==> config.mk <==
export PLATFORM = sky130hd
export DESIGN_NAME = bounded_deque_with_search_unit_flat
export DESIGN_NICKNAME = d
export VERILOG_FILES = /design/src/rtl/bdqs_pkg.sv /design/src/rtl/bdqs_if.sv /design/src/rtl/bdqs_cell.sv /design/src/rtl/bdqs_scan.sv /design/src/rtl/bounded_deque_with_search_unit.sv /design/src/flat_wrapper.sv
export VERILOG_INCLUDE_DIRS = /design/src /design/src/rtl
export SDC_FILE = /design/constraint.sdc
export NUM_CORES = 2
export LEC_CHECK = 0
export BUFFER_PORTS_ARGS = -buffer_cell sky130_fd_sc_hd__clkbuf_2
export CORE_UTILIZATION = 35
export DETAILED_ROUTE_END_ITERATION = 10
export GPL_TIMING_DRIVEN = 0
export HOLD_SLACK_MARGIN = 0.08
export REMOVE_ABC_BUFFERS = 1
export SETUP_SLACK_MARGIN = 0.2
export SYNTH_ARGS = -nofsm -noshare
export SYNTH_HDL_FRONTEND = slang
export SYNTH_SLANG_ARGS = --single-unit
==> constraint.sdc <==
create_clock -name clk -period 8.12 [get_ports clk]
set_input_delay 0.406 -clock clk [delete_from_list [all_inputs] [get_ports clk]]
set_output_delay 0.406 -clock clk [all_outputs]
set_load 0.01 [all_outputs]
==> src/rtl/assert_macros.svh <==
// ----------------------------------------------------------------------------
// assert_macros.svh
// Assertion shorthands shared by the deque RTL; sampled on clk, off in reset.
// ----------------------------------------------------------------------------
`ifndef ASSERT_MACROS_SVH
`define ASSERT_MACROS_SVH

// Property must hold at every clock edge out of reset
`define BDQS_ASSERT(name, prop, msg) \
    name: assert property (@(posedge clk) disable iff (!rst_n) (prop)) \
        else $error(msg);

// Condition in one cycle implies the consequence in the next cycle
`define BDQS_ASSERT_NEXT(name, cond, conseq, msg) \
    name: assert property (@(posedge clk) disable iff (!rst_n) (cond) |=> (conseq)) \
        else $error(msg);

`endif

==> src/rtl/bdqs_pkg.sv <==
// ----------------------------------------------------------------------------
// bdqs_pkg
// Types and constants shared by the bounded deque with search.
// ----------------------------------------------------------------------------
package bdqs_pkg;

    // Default number of entries
    localparam int DEPTH_DEF = 16;

    // Field widths
    localparam int DATA_W   = 32;
    localparam int CMD_W    = 3;
    localparam int STATUS_W = 2;

    // Match bits examined per scan cycle (power of two)
    localparam int SCAN_GROUP = 8;

    // Request codes
    typedef enum logic [CMD_W-1:0] {
        CMD_PUSH_FRONT = 3'd0,
        CMD_PUSH_BACK  = 3'd1,
        CMD_POP_FRONT  = 3'd2,
        CMD_POP_BACK   = 3'd3,
        CMD_SEARCH     = 3'd4
    } cmd_t;

    // Result status codes
    typedef enum logic [STATUS_W-1:0] {
        STS_DONE  = 2'd0,
        STS_FULL  = 2'd1,
        STS_EMPTY = 2'd2,
        STS_MISS  = 2'd3
    } status_t;

    // Controller states
    typedef enum logic {
        ST_IDLE,
        ST_SCAN
    } state_t;

    // Per-cell control for one cycle
    typedef struct packed {
        logic shift_up;    // take left neighbor (push front)
        logic shift_down;  // take right neighbor (pop front)
        logic load;        // take the item value (push back into this slot)
        logic cmp;         // capture a compare against the item value
        logic held;        // this slot holds an entry
    } cell_ctrl_t;

    // Scanner status
    typedef struct packed {
        logic done;
        logic found;
    } scan_stat_t;

endpackage

==> src/rtl/bdqs_if.sv <==
// ----------------------------------------------------------------------------
// bdqs_if
// Valid/ready channels for requests and results of the deque.
// ----------------------------------------------------------------------------

// Request channel
interface bdqs_in_if;
    logic                               valid;
    logic                               ready;
    logic [bdqs_pkg::CMD_W-1:0]         cmd;
    logic signed [bdqs_pkg::DATA_W-1:0] value;

    modport source (output valid, output cmd, output value, input ready);
    modport sink   (input valid, input cmd, input value, output ready);
endinterface

// Result channel
interface bdqs_out_if #(
    parameter int DEPTH = bdqs_pkg::DEPTH_DEF
);
    localparam int PW = $clog2(DEPTH + 1);

    logic                          valid;
    logic                          ready;
    logic [bdqs_pkg::STATUS_W-1:0] status;
    logic [PW-1:0]                 position;
    logic [PW-1:0]                 occupancy;

    modport source (output valid, output status, output position, output occupancy,
                    input ready);
    modport sink   (input valid, input status, input position, input occupancy,
                    output ready);
endinterface

==> src/rtl/bdqs_cell.sv <==
// ----------------------------------------------------------------------------
// bdqs_cell
// One deque slot: holds an entry, shifts with its neighbors, compares a key.
// ----------------------------------------------------------------------------
module bdqs_cell (
    input  logic                               clk,
    input  bdqs_pkg::cell_ctrl_t               ctrl,
    input  logic signed [bdqs_pkg::DATA_W-1:0] value,
    input  logic signed [bdqs_pkg::DATA_W-1:0] left,
    input  logic signed [bdqs_pkg::DATA_W-1:0] right,
    output logic signed [bdqs_pkg::DATA_W-1:0] data,
    output logic                               match
);

    logic signed [bdqs_pkg::DATA_W-1:0] data_reg;
    logic signed [bdqs_pkg::DATA_W-1:0] data_next;
    logic                               match_reg;
    logic                               match_next;

    // Slot update
    always_comb
    begin
        if (ctrl.load)
        begin
            data_next = value;
        end
        else if (ctrl.shift_up)
        begin
            data_next = left;
        end
        else if (ctrl.shift_down)
        begin
            data_next = right;
        end
        else
        begin
            data_next = data_reg;
        end
        match_next = ctrl.cmp ? (ctrl.held && (data_reg == value)) : match_reg;
    end

    // Payload only, no reset
    always_ff @(posedge clk)
    begin
        data_reg  <= data_next;
        match_reg <= match_next;
    end

    assign data  = data_reg;
    assign match = match_reg;

endmodule

==> src/rtl/bdqs_scan.sv <==
// ----------------------------------------------------------------------------
// bdqs_scan
// Finds the first set match bit from the front, one group of bits per cycle.
// ----------------------------------------------------------------------------
module bdqs_scan #(
    parameter int DEPTH = bdqs_pkg::DEPTH_DEF
) (
    input  logic                         clk,
    input  logic                         rst_n,
    input  logic                         start,
    input  logic                         run,
    input  logic [DEPTH-1:0]             match,
    output bdqs_pkg::scan_stat_t         stat,
    output logic [$clog2(DEPTH+1)-1:0]   pos
);

    localparam int PW    = $clog2(DEPTH + 1);
    localparam int GROUP = bdqs_pkg::SCAN_GROUP;
    localparam int GB    = $clog2(GROUP);
    localparam int NGRP  = (DEPTH + GROUP - 1) / GROUP;
    localparam int GW    = (NGRP > 1) ? $clog2(NGRP) : 1;
    localparam int PADW  = NGRP * GROUP;

    logic [GW-1:0]    grp_reg;
    logic [GW-1:0]    grp_next;
    logic [PADW-1:0]  padded;
    logic [GROUP-1:0] grp_bits;
    logic             hit;
    logic [GB-1:0]    off;
    logic             last;

    // Current group of match bits, tail padded with zeros
    assign padded   = PADW'(match);
    assign grp_bits = padded[GROUP*grp_reg +: GROUP];
    assign last     = (grp_reg == GW'(NGRP - 1));

    // Lowest set bit within the group
    always_comb
    begin
        hit = 1'b0;
        off = '0;
        for (int k = GROUP - 1; k >= 0; k--)
        begin
            if (grp_bits[k])
            begin
                hit = 1'b1;
                off = GB'(k);
            end
        end
    end

    assign stat.done  = run && (hit || last);
    assign stat.found = run && hit;
    assign pos        = PW'({grp_reg, off}) + PW'(1);

    // Group pointer
    always_comb
    begin
        if (start)
        begin
            grp_next = '0;
        end
        else if (run && !stat.done)
        begin
            grp_next = grp_reg + GW'(1);
        end
        else
        begin
            grp_next = grp_reg;
        end
    end

    always_ff @(posedge clk or negedge rst_n)
    begin
        if (!rst_n)
        begin
            grp_reg <= '0;
        end
        else
        begin
            grp_reg <= grp_next;
        end
    end

endmodule

==> src/rtl/bounded_deque_with_search_unit.sv <==
// ----------------------------------------------------------------------------
// bounded_deque_with_search_unit
// Bounded double-ended queue of signed 32-bit values with a search by value.
// ----------------------------------------------------------------------------
// Entries sit in a row of DEPTH cells ordered front to back; pushes and
// front pops shift or load the cells, a back pop only lowers the count,
// and a push or pop result is registered at the accepting edge. A search
// compares the key in every cell at once, then a scanner walks the match
// bits eight per cycle from the front, stopping at the first hit; no
// request is taken while it runs. Results pass through a two-entry output
// buffer, so a request is taken while one result still waits downstream.
// ----------------------------------------------------------------------------
`include "assert_macros.svh"

module bounded_deque_with_search_unit #(
    parameter int DEPTH = bdqs_pkg::DEPTH_DEF
) (
    input  logic        clk,
    input  logic        rst_n,
    bdqs_in_if.sink     req,
    bdqs_out_if.source  rsp
);

    localparam int PW = $clog2(DEPTH + 1);
    localparam int DW = bdqs_pkg::DATA_W;

    bdqs_pkg::state_t      state_reg;
    bdqs_pkg::state_t      state_next;
    logic [PW-1:0]         count_reg;
    logic [PW-1:0]         count_next;

    logic                  accept;
    logic                  full;
    logic                  empty;
    logic                  do_pf;
    logic                  do_pb;
    logic                  do_popf;
    logic                  do_cmp;
    logic                  scan_start;
    logic                  scan_run;

    logic                  res_valid;
    bdqs_pkg::status_t     res_status;
    logic [PW-1:0]         res_pos;
    logic [PW-1:0]         res_occ;

    logic                  out_valid_reg;
    bdqs_pkg::status_t     out_status_reg;
    logic [PW-1:0]         out_pos_reg;
    logic [PW-1:0]         out_occ_reg;
    logic                  skid_valid_reg;
    bdqs_pkg::status_t     skid_status_reg;
    logic [PW-1:0]         skid_pos_reg;
    logic [PW-1:0]         skid_occ_reg;
    logic                  out_pop;

    bdqs_pkg::cell_ctrl_t  ctrl [DEPTH];
    logic signed [DW-1:0]  cell_data [DEPTH];
    logic [DEPTH-1:0]      match_vec;
    bdqs_pkg::scan_stat_t  scan_stat;
    logic [PW-1:0]         scan_pos;

    // Handshake and occupancy flags
    assign req.ready = (state_reg == bdqs_pkg::ST_IDLE) && !skid_valid_reg;
    assign accept    = req.valid && req.ready;
    assign full      = (count_reg == PW'(DEPTH));
    assign empty     = (count_reg == '0);

    // Request decode, next state and result
    always_comb
    begin
        state_next = state_reg;
        count_next = count_reg;
        res_valid  = 1'b0;
        res_status = bdqs_pkg::STS_DONE;
        res_pos    = '0;
        res_occ    = count_reg;
        do_pf      = 1'b0;
        do_pb      = 1'b0;
        do_popf    = 1'b0;
        do_cmp     = 1'b0;
        scan_start = 1'b0;
        scan_run   = 1'b0;
        case (state_reg)
            bdqs_pkg::ST_IDLE:
            begin
                if (accept)
                begin
                    res_valid = 1'b1;
                    case (req.cmd)
                        bdqs_pkg::CMD_PUSH_FRONT:
                        begin
                            if (full)
                            begin
                                res_status = bdqs_pkg::STS_FULL;
                            end
                            else
                            begin
                                do_pf      = 1'b1;
                                count_next = count_reg + PW'(1);
                            end
                        end
                        bdqs_pkg::CMD_PUSH_BACK:
                        begin
                            if (full)
                            begin
                                res_status = bdqs_pkg::STS_FULL;
                            end
                            else
                            begin
                                do_pb      = 1'b1;
                                count_next = count_reg + PW'(1);
                            end
                        end
                        bdqs_pkg::CMD_POP_FRONT:
                        begin
                            if (empty)
                            begin
                                res_status = bdqs_pkg::STS_EMPTY;
                            end
                            else
                            begin
                                do_popf    = 1'b1;
                                count_next = count_reg - PW'(1);
                            end
                        end
                        bdqs_pkg::CMD_POP_BACK:
                        begin
                            if (empty)
                            begin
                                res_status = bdqs_pkg::STS_EMPTY;
                            end
                            else
                            begin
                                count_next = count_reg - PW'(1);
                            end
                        end
                        bdqs_pkg::CMD_SEARCH:
                        begin
                            if (empty)
                            begin
                                res_status = bdqs_pkg::STS_EMPTY;
                            end
                            else
                            begin
                                // result comes from the scan
                                res_valid  = 1'b0;
                                do_cmp     = 1'b1;
                                scan_start = 1'b1;
                                state_next = bdqs_pkg::ST_SCAN;
                            end
                        end
                        default:
                        begin
                            // unknown request: no change, plain done
                        end
                    endcase
                    res_occ = count_next;
                end
            end
            bdqs_pkg::ST_SCAN:
            begin
                scan_run = 1'b1;
                if (scan_stat.done)
                begin
                    res_valid  = 1'b1;
                    res_status = scan_stat.found ? bdqs_pkg::STS_DONE : bdqs_pkg::STS_MISS;
                    res_pos    = scan_stat.found ? scan_pos : '0;
                    state_next = bdqs_pkg::ST_IDLE;
                end
            end
            default:
            begin
                state_next = bdqs_pkg::ST_IDLE;
            end
        endcase
    end

    // Controller state and entry count
    always_ff @(posedge clk or negedge rst_n)
    begin
        if (!rst_n)
        begin
            state_reg <= bdqs_pkg::ST_IDLE;
            count_reg <= '0;
        end
        else
        begin
            state_reg <= state_next;
            count_reg <= count_next;
        end
    end

    // Cell row, front entry in cell 0
    genvar i;
    generate
        for (i = 0; i < DEPTH; i++)
        begin : g_cell
            logic signed [DW-1:0] left_w;
            logic signed [DW-1:0] right_w;

            assign ctrl[i] = '{
                shift_up:   do_pf,
                shift_down: do_popf,
                load:       do_pb && (count_reg == PW'(i)),
                cmp:        do_cmp,
                held:       (count_reg > PW'(i))
            };

            if (i == 0)
            begin : g_front
                assign left_w = req.value;
            end
            else
            begin : g_mid_l
                assign left_w = cell_data[i-1];
            end

            if (i == DEPTH - 1)
            begin : g_back
                assign right_w = cell_data[i];
            end
            else
            begin : g_mid_r
                assign right_w = cell_data[i+1];
            end

            bdqs_cell u_cell (
                .clk   (clk),
                .ctrl  (ctrl[i]),
                .value (req.value),
                .left  (left_w),
                .right (right_w),
                .data  (cell_data[i]),
                .match (match_vec[i])
            );
        end
    endgenerate

    // First-match scanner
    bdqs_scan #(
        .DEPTH (DEPTH)
    ) u_scan (
        .clk   (clk),
        .rst_n (rst_n),
        .start (scan_start),
        .run   (scan_run),
        .match (match_vec),
        .stat  (scan_stat),
        .pos   (scan_pos)
    );

    // Two-entry output buffer
    assign out_pop = out_valid_reg && rsp.ready;

    always_ff @(posedge clk or negedge rst_n)
    begin
        if (!rst_n)
        begin
            out_valid_reg  <= 1'b0;
            skid_valid_reg <= 1'b0;
        end
        else
        begin
            if (out_pop)
            begin
                if (skid_valid_reg)
                begin
                    skid_valid_reg <= 1'b0;
                end
                else
                begin
                    out_valid_reg <= res_valid;
                end
            end
            else if (res_valid)
            begin
                if (!out_valid_reg)
                begin
                    out_valid_reg <= 1'b1;
                end
                else
                begin
                    skid_valid_reg <= 1'b1;
                end
            end
        end
    end

    always_ff @(posedge clk)
    begin
        if (out_pop && skid_valid_reg)
        begin
            out_status_reg <= skid_status_reg;
            out_pos_reg    <= skid_pos_reg;
            out_occ_reg    <= skid_occ_reg;
        end
        else if (res_valid && (out_pop || !out_valid_reg))
        begin
            out_status_reg <= res_status;
            out_pos_reg    <= res_pos;
            out_occ_reg    <= res_occ;
        end
        if (res_valid && out_valid_reg && !out_pop)
        begin
            skid_status_reg <= res_status;
            skid_pos_reg    <= res_pos;
            skid_occ_reg    <= res_occ;
        end
    end

    assign rsp.valid     = out_valid_reg;
    assign rsp.status    = out_status_reg;
    assign rsp.position  = out_pos_reg;
    assign rsp.occupancy = out_occ_reg;

    // Checks
    `BDQS_ASSERT(a_no_skid_overrun, !(res_valid && skid_valid_reg), "result with skid full")
    `BDQS_ASSERT(a_count_bound, count_reg <= PW'(DEPTH), "entry count above depth")
    `BDQS_ASSERT_NEXT(a_search_scans, accept && (req.cmd == bdqs_pkg::CMD_SEARCH) && !empty, state_reg == bdqs_pkg::ST_SCAN, "search did not start scan")
    `BDQS_ASSERT_NEXT(a_scan_count, state_reg == bdqs_pkg::ST_SCAN, $stable(count_reg), "count moved during scan")

endmodule
==> src/flat_wrapper.sv <==
// flat-port wrapper written by rule: the top's interface ports become plain ports
module bounded_deque_with_search_unit_flat 
#(
    parameter int DEPTH = bdqs_pkg::DEPTH_DEF
)
  (clk, rst_n, req_valid, req_cmd, req_value, req_ready, rsp_valid, rsp_status, rsp_position, rsp_occupancy, rsp_ready);
  bdqs_in_if req_i ();
  bdqs_out_if #(.DEPTH(DEPTH)) rsp_i ();
  input  logic clk;
  input  logic rst_n;
  input wire logic [$bits(req_i.valid)-1:0] req_valid;
  input wire logic [$bits(req_i.cmd)-1:0] req_cmd;
  input wire logic [$bits(req_i.value)-1:0] req_value;
  output wire logic [$bits(req_i.ready)-1:0] req_ready;
  output wire logic [$bits(rsp_i.valid)-1:0] rsp_valid;
  output wire logic [$bits(rsp_i.status)-1:0] rsp_status;
  output wire logic [$bits(rsp_i.position)-1:0] rsp_position;
  output wire logic [$bits(rsp_i.occupancy)-1:0] rsp_occupancy;
  input wire logic [$bits(rsp_i.ready)-1:0] rsp_ready;
  assign req_i.valid = req_valid;
  assign req_i.cmd = req_cmd;
  assign req_i.value = req_value;
  assign req_ready = req_i.ready;
  assign rsp_valid = rsp_i.valid;
  assign rsp_status = rsp_i.status;
  assign rsp_position = rsp_i.position;
  assign rsp_occupancy = rsp_i.occupancy;
  assign rsp_i.ready = rsp_ready;
  bounded_deque_with_search_unit #(.DEPTH(DEPTH)) u_core (.clk(clk), .rst_n(rst_n), .req(req_i), .rsp(rsp_i));
endmodule
==> metrics.csv <==
stage;metric;value;unit
run_status;status;complete, no violations;
sta;fin crit share;56.1;%
critical_path;CP arrival;4.95;ns
power;Lkg Pwr;14.9;nW
power;power density cells;216;mW/mm^2
sta;slew margin rel.;13.7;%
critical_path;Max stage delay on crit path;0.71;ns
sta;Fin Clk Skew;0.0297;ns
synthesis;Post-synth ARST share;1.60;%
power;Peak supply drop;0.000160;V
sta;worst slew pin tran;1.29;ns
critical_path;most frequent CP cell;buf_16;
synthesis;most common cell in the netlist;edfxtp_1;
run;MaxCap Viol Count;0;
floorplanning;Initial Util;35.5;%
finish;Area growth syn-to-layout;8.74;%
sta;Final setup viols;0;
clock_network;H-tree levels;2;
sta;final count of hold timing violations;0;
finish;post-route cell area;0.0375;sq mm
critical_path;crit path cell chain;inv_1 > ha_1 > nand4bb_1 > nand3_4 > buf_16 > buf_16 > buf_16 > buf_16 > nand2_2 > buf_12;
synthesis;Synth area leader;edfxtp_1;
placement;post-place setup slack;2.96;ns
clock_network;Num CTS Buffers;60;
global_route;remaining global-route overflow;0;
clock_network;clk_lat worst skew;0.67;ns
placement;Port Buffers;52;
power;clock network power share;33.3;%
global_route;GRT Total Usage;20.6;%
global_route;largest net degree at the start of global routing;75;
power;total power;8.09;mW
synthesis;Yosys top cell area share;48.1;%
clock_network;CTS Root Cell;clkbuf_16;
sta;Slew Limit Fails;0;
power;share of total power in combinational logic;18.9;%
synthesis;Post-synth top cells;552 x edfxtp_1, 432 x nor2_1, 321 x mux2i_1, 320 x nand2_1, 317 x xor2_1;
floorplanning;die width;316;microns
finish;Cell Count, Final, Fillers Out;4481;
sta;Max Fclk;219;MHz
critical_path;Worst R2R Path Depth;10;
synthesis;top cells by area, synth;edfxtp_1 48%, mux2i_1 9.3%, xor2_1 8.1%;
clock_network;Sink Count;561;
sta;unrepaired setup endpoints after global routing;no;
global_route;first-pass GRT wire length;156;mm
floorplanning;# IOs;53;
floorplanning;Core Box Area;0.0971;sq mm
clock_network;CTS Buffer Depth;3;
drt;ANT nets after route;0;
synthesis;Post-Syn Area;0.0345;sq mm
drt;DRC;0;
sta;Setup WS post-layout;3.56;ns
power;Cell Int Power;5.59;mW
floorplanning;die height;316;microns
drt;routed len/inst;23.5;microns
clock_network;cts repair resizes;0;
finish;max reg flops;512;
global_route;vias in the first global route;23300;
synthesis;#FFs+latches synth;561;
drt;total length of routed wires;105;mm
finish;# nets final;3208;
finish;layout cells sized above 1;8.36;%
drt;DR vias/cell;5.50;
critical_path;CP endpoint kind;flip-flop;
finish;Antenna Cells;0;
floorplanning;Row Count;114;
synthesis;Synth cell types;65;
power;sequential power share;47.8;%
clock_network;TritonCTS clock tree;yes;
synthesis;share of the yosys chip area belonging to registers;48.7;%
finish;filler cell count;9414;
global_route;initial antenna violation count;2;
synthesis;Synth Flop Type;edfxtp_1;
placement;dpl cell area;0.0356;sq mm
drt;total number of vias;24600;
sta;fin crit period;4.56;ns
power;switching share of power;30.9;%
critical_path;Crit Path Max Fanout;49;
placement;Final Wtd Congestion;0.856;
power;Net Switching;2.50;mW
critical_path;critical path type;flip-flop to flip-flop;
synthesis;yosys warns;0;
synthesis;Avg Cell Area, Syn;10.4;sq um
placement;placed instance count;4375;
synthesis;Post-synth EDFFs;552;
critical_path;startpoint types;flip-flop;
floorplanning;die footprint;0.0997;sq mm
critical_path;worst path required time;8.51;ns
clock_network;Reg clk slew, reported paths;0.06;ns
critical_path;Max stage delay cell, worst path;nand3_4;
drt;Starting DRT DRC Count;2885;
drt;DRT Pass-1 Iters;6;
finish;final core occ;38.6;%
synthesis;Syn Inst Count;3316;
worst_hold_path;Min-Delay Path Class;input port to async pin;
placement;Final HPWL DP;74.6;mm
## per-layer routing
| metal | vias to the layer above | global-route usage, % | part of all wire, % |
|---|---|---|---|
| met5 | - | 0 | 0.017 |
| met4 | 4 | 4.02 | 1.6 |
| met3 | 117 | 3.07 | 7.1 |
| met2 | 948 | 33.2 | 47 |
| met1 | 12100 | 29.3 | 45 |
| li1 | 11500 | - | - |
## power by group through the flow
stage               sequential, mW  combinational, mW  clock (mW)
finish                        3.87               1.53        2.70
global route                  3.89               1.63        2.82
CTS                           3.86               1.51        2.73
detailed placement            3.92               1.50           0
global placement              3.93               1.73           0
floorplan                     3.81               1.11           0
## worst paths after layout
kind                                   startpoint                                 to  slack, ns
setup / recovery              u_core.count_reg[1]  u_core.g_cell[15].u_cell.data[22]       3.56
hold / removal                              rst_n                   u_core.rsp.valid       0.16
setup reg to reg              u_core.count_reg[1]  u_core.g_cell[15].u_cell.data[22]       3.56
hold reg to reg            u_core.skid_pos_reg[2]             u_core.rsp.position[2]       0.53
max in group asynchronous                   rst_n                u_core.count_reg[4]       7.75
min in group clk                       req_cmd[2]                   u_core.state_reg       0.16
## stage by stage
| stage | setup TNS (ns) | hold slack (ns) |
|---|---|---|
| floorplan | -4229.78 | 0.110 |
| CTS | 0 | 0.129 |
| global placement | -8008.85 | 0.282 |
| global route | 0 | 0.182 |
| finish | 0 | 0.156 |
| detailed placement | 0 | 0.292 |
## placed cells by master, fill, tap and decap left out, drive strengths merged, types with 3 or more instances in the layout
cell type	count
nand3	22
and3	7
mux2i	321
o21ai	49
nor3b	7
xor2	317
nor2	433
nor4	90
bufinv	4
clkbuf	132
mux2	72
dfrtp	9
a31oi	131
edfxtp	552
nor3	13
nand2	322
a21oi	305
clkinv	16
o32ai	3
a2111oi	3
nor2b	5
buf	49
inv	21
xnor2	192
o31ai	3
a211oi	5
nand4	76
ha	6
## cells by family (layout without fill, tap and decap cells)
| kind of cell | count (synthesis) | count (layout) | synth area share, % |
|---|---|---|---|
| muxes | 393 | 393 | 12.0 |
| DFF | 561 | 561 | 48.7 |
| and+or+nand+nor | 990 | 990 | 12.6 |
| buffers and inverters | 336 | 225 | 5.14 |
| xor gates and xnor gates | 509 | 509 | 12.9 |
| adders and majority gates | 6 | 6 | 0.218 |
| AOI/OAI and AO/OA | 521 | 521 | 8.41 |
## timing repair
| action | 4_1_cts | 5_1_grt |
|---|---|---|
| endpoints found under the hold margin | 11 | 0 |
| hold buffers | 2 | 0 |
| setup buffers | 0 | 0 |
## critical path, delay by kind of cell (launching register included)
family        cells  cell delay (ns)
fa+ha+maj         1             0.30
simple gates      3             1.60
buf+inv           6             1.72
flops             1             0.54
## cell type report
type                       instances  area (sq um)  share of cell area, %
clock buffer                      80          1580                   4.21
clock inverter                    24           244                  0.651
inverter                          18          67.6                  0.180
multi-input combinational       2419         16000                   42.6
sequential                       561         16800                   44.8
tap                             1276          1600                   4.26
timing repair buffer             103          1230                   3.28
Power figures use the tool's default switching activity.
